File: config.mk
export PLATFORM = sky130hd
export DESIGN_NAME = http_response_header_parser
export DESIGN_NICKNAME = d
export VERILOG_FILES = /design/src/design/hrp_pkg.sv /design/src/design/hrp_cfg.sv /design/src/design/hrp_core.sv /design/src/design/hrp_outreg.sv /design/src/design/http_response_header_parser.sv
export SDC_FILE = /design/constraint.sdc
export NUM_CORES = 1
export LEC_CHECK = 0
export BUFFER_PORTS_ARGS = -buffer_cell sky130_fd_sc_hd__buf_2
export CAP_MARGIN = 0
export CORE_AREA = 8 8 198 200
export DETAILED_ROUTE_END_ITERATION = 8
export DIE_AREA = 0 0 206 208
export PLACE_DENSITY = 0.66
export SLEW_MARGIN = 20
export SYNTH_ARGS = -nofsm -noshare
export SYNTH_HDL_FRONTEND = slang
export SYNTH_SLANG_ARGS = --single-unit
File: constraint.sdc
create_clock -name clk -period 8.15 [get_ports clk]
set_input_delay 1.2225 -clock clk [delete_from_list [all_inputs] [get_ports clk]]
set_output_delay 1.2225 -clock clk [all_outputs]
set_load 0.01 [all_outputs]
File: src/design/hrp_pkg.sv
package hrp_pkg;

    localparam int MAX_LINE_DEF    = 250;
    localparam int LENGTH_BITS_DEF = 31;

    localparam int BYTE_W   = 8;
    localparam int FIELD_W  = 31;
    localparam int STATUS_W = 4;
    localparam int TICK_W   = 16;

    localparam logic [1:0] ACT_BYTE    = 2'd0;
    localparam logic [1:0] ACT_TICK    = 2'd1;
    localparam logic [1:0] ACT_RESTART = 2'd2;

    localparam logic [1:0] CFG_TIMEOUT  = 2'd0;
    localparam logic [1:0] CFG_BUF_SIZE = 2'd1;
    localparam logic [1:0] CFG_TRUNCATE = 2'd2;

    localparam logic [STATUS_W-1:0] ST_OK        = 4'd0;
    localparam logic [STATUS_W-1:0] ST_TIMEOUT   = 4'd1;
    localparam logic [STATUS_W-1:0] ST_NOT_FOUND = 4'd2;
    localparam logic [STATUS_W-1:0] ST_SERVER    = 4'd3;
    localparam logic [STATUS_W-1:0] ST_CLIENT    = 4'd4;
    localparam logic [STATUS_W-1:0] ST_REDIRECT  = 4'd5;
    localparam logic [STATUS_W-1:0] ST_UNKNOWN   = 4'd6;
    localparam logic [STATUS_W-1:0] ST_PARSE     = 4'd7;
    localparam logic [STATUS_W-1:0] ST_BUF_SMALL = 4'd8;

    localparam int CODE_OK        = 200;
    localparam int CODE_NOT_FOUND = 404;
    localparam int CODE_SERVER    = 500;
    localparam int CODE_CLIENT    = 400;
    localparam int CODE_REDIRECT  = 300;

    localparam int HTTP_LEN = 5;
    localparam int CL_LEN   = 16;

    localparam logic [BYTE_W-1:0] CH_LF    = 8'h0A;
    localparam logic [BYTE_W-1:0] CH_CR    = 8'h0D;
    localparam logic [BYTE_W-1:0] CH_SPACE = 8'h20;
    localparam logic [BYTE_W-1:0] CH_ZERO  = 8'h30;
    localparam logic [BYTE_W-1:0] CH_NINE  = 8'h39;
    localparam logic [BYTE_W-1:0] CH_H     = 8'h48;
    localparam logic [BYTE_W-1:0] CH_C     = 8'h43;

    typedef enum logic [6:0] {
        PM_START     = 7'b0000001,
        PM_HTTP_PART = 7'b0000010,
        PM_CL_PART   = 7'b0000100,
        PM_HTTP_FULL = 7'b0001000,
        PM_CL_FULL   = 7'b0010000,
        PM_NONE      = 7'b0100000,
        PM_CR_ONLY   = 7'b1000000
    } prefix_t;

    typedef enum logic [3:0] {
        FP_SEEK   = 4'b0001,
        FP_SPACE  = 4'b0010,
        FP_DIGITS = 4'b0100,
        FP_DONE   = 4'b1000
    } phase_t;

    typedef struct packed {
        logic [1:0]        action;
        logic [BYTE_W-1:0] rx_byte;
    } in_word_t;

    typedef struct packed {
        logic                body_valid;
        logic [BYTE_W-1:0]   body_byte;
        logic [FIELD_W-1:0]  body_offset;
        logic                length_valid;
        logic [FIELD_W-1:0]  content_length;
        logic                done_res;
        logic [STATUS_W-1:0] status;
    } out_word_t;

    typedef struct packed {
        logic [TICK_W-1:0]  timeout_ticks;
        logic [FIELD_W-1:0] buffer_size;
        logic               truncate_ok;
    } cfg_t;

    function automatic logic [BYTE_W-1:0] http_char(input logic [2:0] idx);
        logic [BYTE_W-1:0] c;
        case (idx)
            3'd0:    c = "H";
            3'd1:    c = "T";
            3'd2:    c = "T";
            3'd3:    c = "P";
            3'd4:    c = "/";
            default: c = 8'h00;
        endcase
        return c;
    endfunction

    function automatic logic [BYTE_W-1:0] cl_char(input logic [3:0] idx);
        logic [BYTE_W-1:0] c;
        case (idx)
            4'd0:    c = "C";
            4'd1:    c = "o";
            4'd2:    c = "n";
            4'd3:    c = "t";
            4'd4:    c = "e";
            4'd5:    c = "n";
            4'd6:    c = "t";
            4'd7:    c = "-";
            4'd8:    c = "L";
            4'd9:    c = "e";
            4'd10:   c = "n";
            4'd11:   c = "g";
            4'd12:   c = "t";
            4'd13:   c = "h";
            4'd14:   c = ":";
            default: c = " ";
        endcase
        return c;
    endfunction

endpackage

File: src/design/hrp_cfg.sv
module hrp_cfg
(
    input  logic                       clk,
    input  logic                       rst_n,
    input  logic                       cfg_wr_en,
    input  logic [1:0]                 cfg_index,
    input  logic [hrp_pkg::FIELD_W-1:0] cfg_data,
    output hrp_pkg::cfg_t              cfg
);
    import hrp_pkg::*;

    cfg_t cfg_reg;

    always_ff @(posedge clk or negedge rst_n)
    begin
        if (!rst_n)
        begin
            cfg_reg.timeout_ticks <= TICK_W'(1000);
            cfg_reg.buffer_size   <= FIELD_W'(65536);
            cfg_reg.truncate_ok   <= 1'b0;
        end
        else if (cfg_wr_en)
        begin
            case (cfg_index)
                CFG_TIMEOUT:  cfg_reg.timeout_ticks <= cfg_data[TICK_W-1:0];
                CFG_BUF_SIZE: cfg_reg.buffer_size   <= cfg_data;
                CFG_TRUNCATE: cfg_reg.truncate_ok   <= cfg_data[0];
                default:      ;
            endcase
        end
    end

    assign cfg = cfg_reg;

endmodule

File: src/design/hrp_core.sv
module hrp_core
#(
    parameter int MAX_LINE    = hrp_pkg::MAX_LINE_DEF,
    parameter int LENGTH_BITS = hrp_pkg::LENGTH_BITS_DEF
)
(
    input  logic               clk,
    input  logic               rst_n,
    input  hrp_pkg::cfg_t      cfg,
    input  logic               accept,
    input  hrp_pkg::in_word_t  in_data,
    output hrp_pkg::out_word_t result
);
    import hrp_pkg::*;

    localparam int LPW = $clog2(MAX_LINE + 1);
    localparam int LB  = LENGTH_BITS;
    localparam int CW  = 33;

    logic              active_reg, active_next;
    logic              in_body_reg, in_body_next;
    logic [LPW-1:0]    line_position_reg, line_position_next;
    prefix_t           prefix_match_reg, prefix_match_next;
    phase_t            field_phase_reg, field_phase_next;
    logic [LB-1:0]     number_acc_reg, number_acc_next;
    logic [LB-1:0]     length_value_reg, length_value_next;
    logic              length_seen_reg, length_seen_next;
    logic [LB-1:0]     body_count_reg, body_count_next;
    logic [TICK_W-1:0] timeout_left_reg, timeout_left_next;

    logic [BYTE_W-1:0] b;
    logic              digit;
    logic [3:0]        d;
    logic [LB+3:0]     acc_prod;
    logic              blank;
    logic [CW-1:0]     len_x;
    logic [CW-1:0]     bs_x;
    logic              done;
    logic [STATUS_W-1:0] st;

    assign b        = in_data.rx_byte;
    assign digit    = (b >= CH_ZERO) && (b <= CH_NINE);
    assign d        = 4'(b - CH_ZERO);
    assign acc_prod = {1'b0, number_acc_reg, 3'b000} + {3'b000, number_acc_reg, 1'b0}
                      + (LB+4)'(d);
    assign blank    = (line_position_reg == '0) || (prefix_match_reg == PM_CR_ONLY);
    assign len_x    = CW'(number_acc_reg);
    assign bs_x     = (cfg.buffer_size == '0) ? CW'(1) : CW'(cfg.buffer_size);

    always_comb
    begin
        active_next        = active_reg;
        in_body_next       = in_body_reg;
        line_position_next = line_position_reg;
        prefix_match_next  = prefix_match_reg;
        field_phase_next   = field_phase_reg;
        number_acc_next    = number_acc_reg;
        length_value_next  = length_value_reg;
        length_seen_next   = length_seen_reg;
        body_count_next    = body_count_reg;
        timeout_left_next  = timeout_left_reg;
        done               = 1'b0;
        st                 = ST_OK;
        result             = '0;

        if (accept)
        begin
            case (in_data.action)
                ACT_RESTART:
                begin
                    active_next        = 1'b1;
                    in_body_next       = 1'b0;
                    line_position_next = '0;
                    prefix_match_next  = PM_START;
                    field_phase_next   = FP_SEEK;
                    number_acc_next    = '0;
                    length_value_next  = '0;
                    length_seen_next   = 1'b0;
                    body_count_next    = '0;
                    timeout_left_next  = cfg.timeout_ticks;
                end
                ACT_TICK:
                begin
                    if (active_reg)
                    begin
                        if (timeout_left_reg == '0)
                        begin
                            done = 1'b1;
                            st   = ST_TIMEOUT;
                        end
                        else
                        begin
                            timeout_left_next = timeout_left_reg - 1'b1;
                        end
                    end
                end
                ACT_BYTE:
                begin
                    if (active_reg)
                    begin
                        timeout_left_next = cfg.timeout_ticks;
                        if (in_body_reg)
                        begin
                            // body byte, last one also closes the reply
                            if (body_count_reg < length_value_reg)
                            begin
                                result.body_valid  = 1'b1;
                                result.body_byte   = b;
                                result.body_offset = FIELD_W'(body_count_reg);
                                body_count_next    = body_count_reg + 1'b1;
                            end
                            if (body_count_next >= length_value_reg)
                            begin
                                done = 1'b1;
                                st   = ST_OK;
                            end
                        end
                        else if (b == CH_LF)
                        begin
                            if (blank)
                            begin
                                if (!length_seen_reg)
                                begin
                                    done = 1'b1;
                                    st   = ST_PARSE;
                                end
                                else
                                begin
                                    in_body_next    = 1'b1;
                                    body_count_next = '0;
                                    if (length_value_reg == '0)
                                    begin
                                        done = 1'b1;
                                        st   = ST_OK;
                                    end
                                end
                            end
                            else if (prefix_match_reg == PM_HTTP_FULL)
                            begin
                                if (field_phase_reg == FP_SEEK)
                                begin
                                    done = 1'b1;
                                    st   = ST_NOT_FOUND;
                                end
                                else if (number_acc_reg != LB'(CODE_OK))
                                begin
                                    done = 1'b1;
                                    if (number_acc_reg >= LB'(CODE_SERVER))
                                        st = ST_SERVER;
                                    else if (number_acc_reg == LB'(CODE_NOT_FOUND))
                                        st = ST_NOT_FOUND;
                                    else if (number_acc_reg >= LB'(CODE_CLIENT))
                                        st = ST_CLIENT;
                                    else if (number_acc_reg >= LB'(CODE_REDIRECT))
                                        st = ST_REDIRECT;
                                    else
                                        st = ST_UNKNOWN;
                                end
                            end
                            else if (prefix_match_reg == PM_CL_FULL && !length_seen_reg
                                     && number_acc_reg != '0)
                            begin
                                if (!cfg.truncate_ok && len_x > bs_x)
                                begin
                                    done = 1'b1;
                                    st   = ST_BUF_SMALL;
                                end
                                else
                                begin
                                    if (cfg.truncate_ok && len_x >= bs_x)
                                        length_value_next = LB'(bs_x - 1'b1);
                                    else
                                        length_value_next = number_acc_reg;
                                    length_seen_next = 1'b1;
                                end
                            end
                            line_position_next = '0;
                            prefix_match_next  = PM_START;
                            field_phase_next   = FP_SEEK;
                            number_acc_next    = '0;
                        end
                        else if (b != '0 && line_position_reg < LPW'(MAX_LINE))
                        begin
                            line_position_next = line_position_reg + 1'b1;
                            case (prefix_match_reg)
                                PM_START:
                                begin
                                    if (b == CH_H)
                                        prefix_match_next = PM_HTTP_PART;
                                    else if (b == CH_C)
                                        prefix_match_next = PM_CL_PART;
                                    else if (b == CH_CR)
                                        prefix_match_next = PM_CR_ONLY;
                                    else
                                        prefix_match_next = PM_NONE;
                                end
                                PM_HTTP_PART:
                                begin
                                    if (line_position_reg < LPW'(HTTP_LEN)
                                        && b == http_char(line_position_reg[2:0]))
                                    begin
                                        if (line_position_reg == LPW'(HTTP_LEN - 1))
                                        begin
                                            prefix_match_next = PM_HTTP_FULL;
                                            field_phase_next  = FP_SEEK;
                                        end
                                    end
                                    else
                                    begin
                                        prefix_match_next = PM_NONE;
                                    end
                                end
                                PM_CL_PART:
                                begin
                                    if (line_position_reg < LPW'(CL_LEN)
                                        && b == cl_char(line_position_reg[3:0]))
                                    begin
                                        if (line_position_reg == LPW'(CL_LEN - 1))
                                        begin
                                            prefix_match_next = PM_CL_FULL;
                                            field_phase_next  = FP_SPACE;
                                        end
                                    end
                                    else
                                    begin
                                        prefix_match_next = PM_NONE;
                                    end
                                end
                                PM_HTTP_FULL, PM_CL_FULL:
                                begin
                                    // number field after the prefix
                                    case (field_phase_reg)
                                        FP_SEEK:
                                        begin
                                            if (b == CH_SPACE)
                                                field_phase_next = FP_SPACE;
                                        end
                                        FP_SPACE:
                                        begin
                                            if (digit)
                                            begin
                                                number_acc_next  = LB'(d);
                                                field_phase_next = FP_DIGITS;
                                            end
                                            else if (b != CH_SPACE)
                                            begin
                                                field_phase_next = FP_DONE;
                                            end
                                        end
                                        FP_DIGITS:
                                        begin
                                            if (digit)
                                            begin
                                                if (acc_prod[LB+3:LB] != '0)
                                                    number_acc_next = '1;
                                                else
                                                    number_acc_next = acc_prod[LB-1:0];
                                            end
                                            else
                                            begin
                                                field_phase_next = FP_DONE;
                                            end
                                        end
                                        default: ;
                                    endcase
                                end
                                PM_CR_ONLY:
                                begin
                                    prefix_match_next = PM_NONE;
                                end
                                default: ;
                            endcase
                        end
                    end
                end
                default: ;
            endcase

            if (done)
                active_next = 1'b0;
        end

        result.length_valid   = length_seen_next;
        result.content_length = length_seen_next ? FIELD_W'(length_value_next) : '0;
        result.done_res       = done;
        result.status         = st;
    end

    always_ff @(posedge clk or negedge rst_n)
    begin
        if (!rst_n)
        begin
            active_reg        <= 1'b0;
            in_body_reg       <= 1'b0;
            line_position_reg <= '0;
            prefix_match_reg  <= PM_START;
            field_phase_reg   <= FP_SEEK;
            number_acc_reg    <= '0;
            length_value_reg  <= '0;
            length_seen_reg   <= 1'b0;
            body_count_reg    <= '0;
            timeout_left_reg  <= '0;
        end
        else
        begin
            active_reg        <= active_next;
            in_body_reg       <= in_body_next;
            line_position_reg <= line_position_next;
            prefix_match_reg  <= prefix_match_next;
            field_phase_reg   <= field_phase_next;
            number_acc_reg    <= number_acc_next;
            length_value_reg  <= length_value_next;
            length_seen_reg   <= length_seen_next;
            body_count_reg    <= body_count_next;
            timeout_left_reg  <= timeout_left_next;
        end
    end

    a_body_needs_length: assert property (@(posedge clk) disable iff (!rst_n)
        in_body_reg |-> length_seen_reg)
        else $error("body phase without accepted length");

    a_count_bounded: assert property (@(posedge clk) disable iff (!rst_n)
        in_body_reg |-> body_count_reg <= length_value_reg)
        else $error("body count passed length");

    a_line_bounded: assert property (@(posedge clk) disable iff (!rst_n)
        line_position_reg <= LPW'(MAX_LINE))
        else $error("line position passed limit");

endmodule

File: src/design/hrp_outreg.sv
module hrp_outreg
(
    input  logic                clk,
    input  logic                rst_n,
    input  logic                in_valid,
    output logic                in_stall,
    output logic                accept,
    input  hrp_pkg::out_word_t  result,
    output logic                out_valid,
    input  logic                out_stall,
    output hrp_pkg::out_word_t  out_data
);
    import hrp_pkg::*;

    logic      out_valid_reg;
    out_word_t out_data_reg;

    // the slot frees in the same cycle its word is taken
    assign in_stall = out_valid_reg && out_stall;
    assign accept   = in_valid && !in_stall;

    always_ff @(posedge clk or negedge rst_n)
    begin
        if (!rst_n)
            out_valid_reg <= 1'b0;
        else if (accept)
            out_valid_reg <= 1'b1;
        else if (!out_stall)
            out_valid_reg <= 1'b0;
    end

    always_ff @(posedge clk)
    begin
        if (accept)
            out_data_reg <= result;
    end

    assign out_valid = out_valid_reg;
    assign out_data  = out_data_reg;

    a_status_only_when_done: assert property (@(posedge clk) disable iff (!rst_n)
        out_valid_reg && out_data_reg.status != ST_OK |-> out_data_reg.done_res)
        else $error("error status without done");

    a_body_has_length: assert property (@(posedge clk) disable iff (!rst_n)
        out_valid_reg && out_data_reg.body_valid |-> out_data_reg.length_valid)
        else $error("body word without length");

endmodule

File: src/design/http_response_header_parser.sv
// an accepted input word's result word is registered and shows in the cycle after it is accepted
// throughput: one word per cycle while out_stall is low, set by the single result register
// the next word is taken in the cycle its predecessor's result is taken
// reset: asynchronous, registers but the result data to defaults, parser idle until a restart
module http_response_header_parser
#(
    parameter int MAX_LINE    = hrp_pkg::MAX_LINE_DEF,
    parameter int LENGTH_BITS = hrp_pkg::LENGTH_BITS_DEF
)
(
    input  logic                        clk,
    input  logic                        rst_n,
    input  logic                        cfg_wr_en,
    input  logic [1:0]                  cfg_index,
    input  logic [hrp_pkg::FIELD_W-1:0] cfg_data,
    input  logic                        in_valid,
    output logic                        in_stall,
    input  hrp_pkg::in_word_t           in_data,
    output logic                        out_valid,
    input  logic                        out_stall,
    output hrp_pkg::out_word_t          out_data
);
    import hrp_pkg::*;

    cfg_t      cfg;
    logic      accept;
    out_word_t result;

    hrp_cfg u_cfg
    (
        .clk       (clk),
        .rst_n     (rst_n),
        .cfg_wr_en (cfg_wr_en),
        .cfg_index (cfg_index),
        .cfg_data  (cfg_data),
        .cfg       (cfg)
    );

    hrp_core
    #(
        .MAX_LINE    (MAX_LINE),
        .LENGTH_BITS (LENGTH_BITS)
    )
    u_core
    (
        .clk     (clk),
        .rst_n   (rst_n),
        .cfg     (cfg),
        .accept  (accept),
        .in_data (in_data),
        .result  (result)
    );

    hrp_outreg u_outreg
    (
        .clk       (clk),
        .rst_n     (rst_n),
        .in_valid  (in_valid),
        .in_stall  (in_stall),
        .accept    (accept),
        .result    (result),
        .out_valid (out_valid),
        .out_stall (out_stall),
        .out_data  (out_data)
    );

endmodule
# == Word-level counts from Yosys, hierarchy flattened ==
# Memories as Yosys holds them, arrays and structs flattened.
# Index checks and enable logic that the tools add are counted.
# classes
muxes,137
multipliers,0
order_cmp,12
add_sub_neg,7
shifts,0
n_eq_ne,54
reduce_logical,42
bitwise_logic,0
n_div,0
# op_table
cell,n
31-bit 2-to-1 mux,28
31-bit case mux with 2 select lines,4
8-bit 2-to-1 mux,18
4-bit 2-to-1 mux,25
"31-bit by 9-bit greater-or-equal comparator with 1-bit output, second input constant",3
7-bit 2-to-1 mux,11
31-bit zero test,2
7-bit case mux with 4 select lines,2
16-bit 2-to-1 mux,3
16-bit case mux with 3 select lines,1
40-bit 2-to-1 mux,1
34-bit by 32-bit adder with 35-bit output,1
35-bit by 4-bit adder with 35-bit output,1
31-bit by 33-bit greater-or-equal comparator with 1-bit output,1
31-bit by 33-bit greater-than comparator with 1-bit output,1
1-bit 2-to-1 mux,33
"31-bit by 1-bit adder with 31-bit output, second input constant",1
"31-bit by 9-bit == test with 1-bit output, second input constant",1
31-bit greater-or-equal comparator,1
31-bit less-than comparator,1
"31-bit by 8-bit inequality test with 1-bit output, second input constant",1
31-bit nonzero test,1
"31-bit by 1-bit subtractor with 31-bit output, second input constant",1
"4-bit by 2-bit inequality test with 1-bit output, second input constant",7
63 further kinds,103
# totals
ff_bits,257
wordCells,274
romBits,112
latchBits,0
ram_bits,0
output_inout_bits,79
memories,1
in_bits,48
# mem_list
memory,words,width,read_ports,rd_clocked_by_memory_dff,write_ports,line_no,text
(name not given),16,7,1,0,0,hrp_pkg.sv:99,case (idx)

# == Depth between registers and ports, before layout ==
# Gate-level depths: netlist (run 1).
# depth
depth_word,19
depth_mapped,23
depth_no_buf,21

# == Modules after synthesis ==
# A second synthesis (run 1) with hierarchy kept.
# hier_totals
hier_cells,1818
hier_area_um2,17599.4
# by_module_without_submodules
module,area_each_um2,n_inst,cells_per_inst,seq_area_each_um2
hrp_core,13419.1,1,1634,3280.6
hrp_outreg,2362.3,1,81,2337.2
hrp_cfg,1818.0,1,103,1209.9

# == Least setup slack after synthesis (run 1) ==
# No wires, ideal clock.
# synth_path
kind,input -> register
from,in out_stall
to,reg u_core.field_phase_reg[1]
required_ps,8029
slack_ps,3732
arrival_ps,4297
setup_ps,121
n_path_buf,1
path_stages,10
path_cell_list,nand2_1 -> nand2_1 -> inv_1 -> nand2b_1 -> nor2_1 -> and2_1 -> buf_2 -> nand3_1 -> o21bai_1 -> a22o_1
# synth_between
elab_chain_cells,4
# synth_rtl
item,line_no,text
start: declaration,http_response_header_parser.sv:20,"input logic out_stall,"
1-bit logical AND,hrp_outreg.sv:19,assign in_stall = out_valid_reg && out_stall;
1-bit zero test,hrp_outreg.sv:20,assign accept = in_valid && !in_stall;
1-bit logical AND,hrp_outreg.sv:20,
via accept,http_response_header_parser.sv:26,logic accept;
14-bit AND reduction (no line),n/a,
end signal: assignment,hrp_core.sv:310,field_phase_reg <= field_phase_next;
end: declaration,hrp_core.sv:24,"phase_t field_phase_reg, field_phase_next;"
# The timed path passes the listed nets, and every way through them passes these cells.
# A chain may end at the register's enable or synchronous reset.

# == Worst setup path in the final report (run 1) ==
# layout_path
from,"reg u_cfg.cfg_reg, in the netlist u_cfg.cfg[10]"
to,"reg u_outreg.out_data_reg, in the netlist u_outreg.out_data[21] (data pin)"
# layout_between
elab_chain_cells,14
word_cells_on_any_way,26
classes_between,add/sub (1); order compare (2); mux (20); reduce/logical (3)
# layout_rtl
item,line_no,text
start: declaration,hrp_cfg.sv:12,cfg_t cfg_reg;
31-bit zero test,hrp_core.sv:48,assign bs_x = (cfg.buffer_size == '0) ? CW'(1) : CW'(cfg.buffer_size);
31-bit 2-to-1 mux *,hrp_core.sv:48,
31-bit by 33-bit greater-or-equal comparator with 1-bit output,hrp_core.sv:170,if (cfg.truncate_ok && len_x >= bs_x)
1-bit logical AND,hrp_core.sv:170,
31-bit 2-to-1 mux,hrp_core.sv:170,
31-bit 2-to-1 mux,hrp_core.sv:163,if (!cfg.truncate_ok && len_x > bs_x)
31-bit 2-to-1 mux,hrp_core.sv:160,else if (prefix_match_reg == PM_CL_FULL && !length_seen_reg
31-bit 2-to-1 mux,hrp_core.sv:138,else if (prefix_match_reg == PM_HTTP_FULL)
31-bit 2-to-1 mux,hrp_core.sv:120,if (blank)
31-bit 2-to-1 mux,hrp_core.sv:118,else if (b == CH_LF)
31-bit 2-to-1 mux,hrp_core.sv:102,if (in_body_reg)
31-bit 2-to-1 mux,hrp_core.sv:99,if (active_reg)
31-bit case mux with 2 select lines,hrp_core.sv:68,case (in_data.action)
31-bit 2-to-1 mux,hrp_core.sv:66,if (accept)
end signal: assignment,hrp_outreg.sv:35,out_data_reg <= result;
end: declaration,hrp_outreg.sv:16,out_word_t out_data_reg;
# Every way passes the cells marked *; elsewhere a longest branch is shown, timed or not.

==> impl_metrics.yaml, run 1 <==
yosys:
  yosysMostFrequentCell: "dfrtp_1"
  synth.top_cell.area_share_pct: 24.20
  synth_nets: 2090
  ys_async_sr_fraction_pct: 70.04
  synth_seq_area_share_pct: 38.62
  synth_commonest_cells: "171 x dfrtp_1, 163 x ha_1, 137 x nand2_1"
  syn_inst: 1877
  synth.distinct_cells: 95
  synth_edf_count: 77
  yosys_warnings: 0
  synth_flop_cell: "dfrtp_1"
  synth_top_area_cell: "dfrtp_1"
  netlist_area_um2: 17680
  ys_top_cells_by_area: "dfrtp_1 24%, edfxtp_1 13%, ha_1 12%"
  syn_avg_cell_area_um2: 9.420
  synth-seq-cells: 257
floorplan:
  die_h_um: 208
  start_util_pct: 49.00
  die_w_um: 206
  ios: 127
  core_um2: 36080
  die_area_um2: 42850
  rows: 70
clock_network:
  cts_tree: "yes"
  clock_latency_ns: 0.56
  cts_root_buf: "clkbuf_16"
  clkTransAtPathRegs_ns: 0.06
  post_cts_buffers: 0
  cts_hold_buf: 0
  cts_max_path_buffers: 3
  cts_resized: 0
  clkSinkCount: 257
  cts_buffers: 29
  htree_num_levels: 1
worst_setup_path:
  critPathSlowestCell: "a221o_2"
  endpoint_kind: "register"
  critPathBufInv: 1
  worst_ep_required_time_ns: 8.42
  crit_type: "reg2reg"
  setup.worst_path.start_class: "register"
  path_cells: "or4_1, nor4_2, a41oi_1, inv_1, ha_1, nor2b_1, o21a_1, o211ai_1, a2111oi_0, nor3_1, a221o_2, mux2i_1, o22ai_1"
  cp.arrival_ns: 5.15
  critPathMaxFanout: 54
  critical-path-top-delay-family: "compound AO/OA/AOI/OAI gates"
  cpPeakStageDelay_ns: 0.88
placed_design:
  dpl_worst_slack_ns: 3.175
  hpwl_um: 37900
  portBuffers: 126
  gp_congestion: 0.8977
  placed_area_um2: 18640
routing:
  vias_per_cell: 6.111
  wl_per_cell_um: 20.36
  first_pass_iters: 5
  drc_errors: 0
  wl_um: 49820
  vias: 14950
  drtAntennaViolNets: 0
  drt_iter0_markers: 1242
timing:
  skew_ns: 0.008774
  relSlewSlack_pct: 28.29
  fin_tns_setup_ns: 0
  final.period_utilization_pct: 59.80
  finalSetupViolCount: 0
  finalWorstSetupSlack_ns: 3.276
  final_max_slew_viol_count: 0
  rsz0062_at_grt: "no"
  min_period_ns: 4.874
  final_hold_viol_count: 0
  max_freq_mhz: 205.2
  worstMarginPinSlew_ns: 1.076
global_route:
  grt_max_degree: 80
  grt_pass1_wl_um: 79410
  grt_usage_pct: 22.75
  overflow: 0
  grt_pass1_vias: 14340
  antenna_found_initial: 0
power_and_ir_drop:
  max-vdd-ir-drop_mv: 0.1631
  p_total_w: 0.003428
  cellLeakagePower_nw: 8.713
  power.density_nw_per_um2: 174.8
outcome:
  status: "finished clean"
job:
  cap_violations: 0
cells_and_area:
  diodes: 0
  nets: 2171
  largest_register_ffs: 77
  finalInstanceArea_um2: 19610
  syn_to_final_growth_pct: 10.93
  drive_gt1_share_pct: 14.45
worst_hold_path:
  hold_class: "reg2reg"
-- stage by stage --
| stage | std cells | utilization, % | hold WS, ns |
|---|---|---|---|
| after floorplan | 1877 | - | 0.4526 |
| after global placement | 2395 | 51.67 | 0.4896 |
| after detailed placement | 2395 | 51.67 | 0.4913 |
| after CTS | 2447 | 54.33 | 0.5059 |
| after global routing | 2447 | 54.35 | 0.5250 |
| final | 2447 | 54.35 | 0.5101 |
-- cell type report --
| type | instances | area [µm²] |
|---|---|---|
| repair buffers | 140 | 742.0 |
| well taps | 468 | 585.6 |
| inverters | 97 | 365.4 |
| clock inverters | 14 | 118.9 |
| fillers | 3256 | 16470 |
| clock buffers | 38 | 842.1 |
| flip-flops and latches | 257 | 6828 |
| multi-input cells | 1433 | 10130 |
-- logic make-up (layout without fill, tap and decap cells) --
group	Yosys count	in the layout	synth area share, %
DFF	257	257	38.62
muxes	60	60	3.807
xor gates and xnor gates	96	96	4.756
and+or+nand+nor	605	605	17.56
adders and majority gates	165	165	11.76
buffers and inverters	187	289	4.253
AOI/OAI and AO/OA	507	507	19.24
-- cells in the final DEF, fill, tap and decap left out, drive strengths merged, types with 19 or more instances in the layout --
master     n
xor2      32
xnor2     64
a21oi    118
nor2     135
mux2      48
nor4      33
inv       97
o22ai     35
nand2    138
a31oi     35
a21o      32
o21ai     91
buf      140
edfxtp    77
dfrtp    171
nand4     28
nand3     54
ha       163
nor3      65
clkbuf    38
o2bb2ai   31
nand2b    19
and2      45
-- worst paths after layout --
| check | cells past startpoint | endpoint | slack (ns) | start |
|---|---|---|---|---|
| min reg2reg | 1 | u_cfg.cfg[47]$_DFFE_PN0P_ | 0.51 | u_cfg.cfg[47]$_DFFE_PN0P_ |
| max | 13 | u_outreg.out_data[21]$_SDFFCE_PN0P_ | 3.28 | u_cfg.cfg[10]$_DFFE_PN0P_ |
| min in group asynchronous | 1 | u_core.body_count_reg[22]$_DFFE_PN0P_ | 0.68 | rst_n |
| max reg2reg | 13 | u_outreg.out_data[21]$_SDFFCE_PN0P_ | 3.28 | u_cfg.cfg[10]$_DFFE_PN0P_ |
| max in group asynchronous | 2 | u_core.length_value_reg[14]$_DFF_PN0_ | 6.10 | rst_n |
| min | 1 | u_cfg.cfg[47]$_DFFE_PN0P_ | 0.51 | u_cfg.cfg[47]$_DFFE_PN0P_ |
-- power by group --
group,internal (W),total [W],switching (W)
clock,0.000760,0.00131,0.000548
sequential,0.00144,0.00154,0.000109
combinational,0.000234,0.000575,0.000342
total,0.00243,0.00343,0.000998
-- layer usage --
metal	up-vias	track usage [%]	wire length [µm]
li1	7143	-	-
met3	84	2.424	2627
met5	-	0	0
met4	0	7.344	1517
met1	7257	30.56	21960
met2	469	37.86	23710
Note: power is estimated with default switching activity, not from simulation.
==> run 2, diff against run 1 <==
clock period = 5.1 ns   (was 8.15 ns; I/O delays follow)
==> impl_metrics.yaml, run 2 (synthesis results as in run 1) <==
global_route:
  grt_pass1_vias: 14620
  grt_max_degree: 103
  grt_usage_pct: 22.91
  antenna_found_initial: 1
  grt_pass1_wl_um: 79850
  overflow: 0
timing:
  max_freq_mhz: 220.2
  final_hold_viol_count: 0
  fin_tns_setup_ns: 0
  skew_ns: 0.01686
  rsz0062_at_grt: "no"
  finalSetupViolCount: 0
  worstMarginPinSlew_ns: 1.014
  final_max_slew_viol_count: 0
  final.period_utilization_pct: 89.03
  relSlewSlack_pct: 32.43
  min_period_ns: 4.541
routing:
  wl_um: 49940
  drc_errors: 0
  vias_per_cell: 6.004
  drtAntennaViolNets: 0
  wl_per_cell_um: 20.29
  first_pass_iters: 5
  drt_iter0_markers: 1165
  vias: 14780
worst_setup_path:
  crit_end: "u_outreg.out_data[4]$_DFFE_PP_"
  worst_ep_required_time_ns: 5.54
  setup.worst_path.start_class: "register"
  worstSetupStartpoint: "u_core.body_count_reg[12]$_DFFE_PN0P_"
  r2r_cells: 18
  cp.arrival_ns: 4.98
  crit_type: "reg2reg"
  critPathMaxFanout: 15
  rrSetupSlack_ns: 0.56
  timing.rr.start: "u_core.body_count_reg[12]$_DFFE_PN0P_"
  rr_endpoint: "u_outreg.out_data[4]$_DFFE_PP_"
  endpoint_kind: "register"
clock_network:
  cts_root_buf: "clkbuf_16"
  cts_buffers: 30
  clkSinkCount: 257
  htree_num_levels: 1
  post_cts_buffers: 0
  clkTransAtPathRegs_ns: 0.06
  cts_max_path_buffers: 3
  cts_hold_buf: 0
  cts_tree: "yes"
  cts_resized: 0
  clock_latency_ns: 0.57
power_and_ir_drop:
  max-vdd-ir-drop_mv: 0.2585
  cellLeakagePower_nw: 8.846
  p_total_w: 0.005715
  power.density_nw_per_um2: 288.0
worst_hold_path:
  hold_class: "in2async"
floorplan:
  ios: 127
  die_w_um: 206
  start_util_pct: 49.00
  die_h_um: 208
  core_um2: 36080
  rows: 70
  die_area_um2: 42850
placed_design:
  portBuffers: 126
  gp_congestion: 0.9116
  hpwl_um: 37950
cells_and_area:
  largest_register_ffs: 77
  num-fill-cells: 3250
  final_cell_mix: "171 x dfrtp_1, 163 x ha_1, 137 x nand2_1, 131 x nor2_1, 125 x buf_2"
  nets: 2182
  diodes: 0
  multi_input_area_um2: 10130
  syn_to_final_growth_pct: 12.26
  drive_gt1_share_pct: 14.95
  regArea_um2: 6828
  final_common_cell: "dfrtp_1"
job:
  cap_violations: 0
outcome:
  status: "finished clean"
run 2: final cells by class:
cell class              count  area share (%)
multi-input cells        1433           51.04
flip-flops and latches    257           34.40
clock buffers              50           5.207
repair buffers            150           4.243
well taps                 468           2.950
inverters                  97           1.841
clock inverters             6          0.3152
run 2: critical path, stage by stage, from the launching register on:
cell and delay, ns:
dfrtp_1 0.47, ha_1 0.35, a21o_1 0.18, a21o_1 0.17, a21oi_1 0.15, nor2_1 0.08, nor3_1 0.18, o221a_2 0.35
and2_1 0.56, nand3_1 0.20, xnor2_1 0.18, ha_1 0.30, and4_1 0.20, nand2_1 0.07, nor4_1 0.33, a211oi_1 0.10
a211o_1 0.28, a21oi_1 0.11, and2_1 0.13
run 2: worst min-delay path by stage:
| stage | from | endpoint | slack, ns |
|---|---|---|---|
| 2_1_floorplan | u_core.body_count_reg[6]$_DFFE_PN0P_ | u_core.body_count_reg[6]$_DFFE_PN0P_ | 0.45 |
| 3_3_place_gp | u_core.prefix_match_reg[5]$_DFFE_PN0P_ | u_core.prefix_match_reg[5]$_DFFE_PN0P_ | 0.48 |
| 3_5_place_dp | u_core.prefix_match_reg[5]$_DFFE_PN0P_ | u_core.prefix_match_reg[5]$_DFFE_PN0P_ | 0.49 |
| 4_1_cts | rst_n | u_core.body_count_reg[24]$_DFFE_PN0P_ | 0.27 |
| 5_1_grt | rst_n | u_core.body_count_reg[29]$_DFFE_PN0P_ | 0.31 |
| 6_report | rst_n | u_core.body_count_reg[24]$_DFFE_PN0P_ | 0.26 |
run 2: per-stage QoR:
| stage | std cells | util [%] | hold WS, ns | cell area (µm²) | setup WS [ns] |
|---|---|---|---|---|---|
| 2_1_floorplan | 1877 | - | 0.4526 | 17680 | 1.139 |
| 3_3_place_gp | 2405 | 51.95 | 0.4842 | 18740 | 0.5889 |
| 3_5_place_dp | 2405 | 51.97 | 0.4933 | 18750 | 0.4997 |
| 4_1_cts | 2461 | 55.00 | 0.2711 | 19850 | 0.5595 |
| 5_1_grt | 2461 | 55.00 | 0.3060 | 19850 | 0.2285 |
| 6_report | 2461 | 55.00 | 0.2625 | 19850 | 0.5593 |
run 2: power by group:
group	switching, W	leakage, nW	internal, W
Clock	0.000876	0.543	0.00143
Combinational	0.000563	5.18	0.000382
Sequential	0.000171	3.12	0.00230
Total	0.00161	8.85	0.00411
run 2: per-layer routing:
layer,vias up,wire length [µm],track usage (%)
met2,453,23380,37.03
li1,7165,-,-
met1,7061,21840,30.63
met5,-,11,0
met3,96,2816,3.092
met4,2,1896,9.009
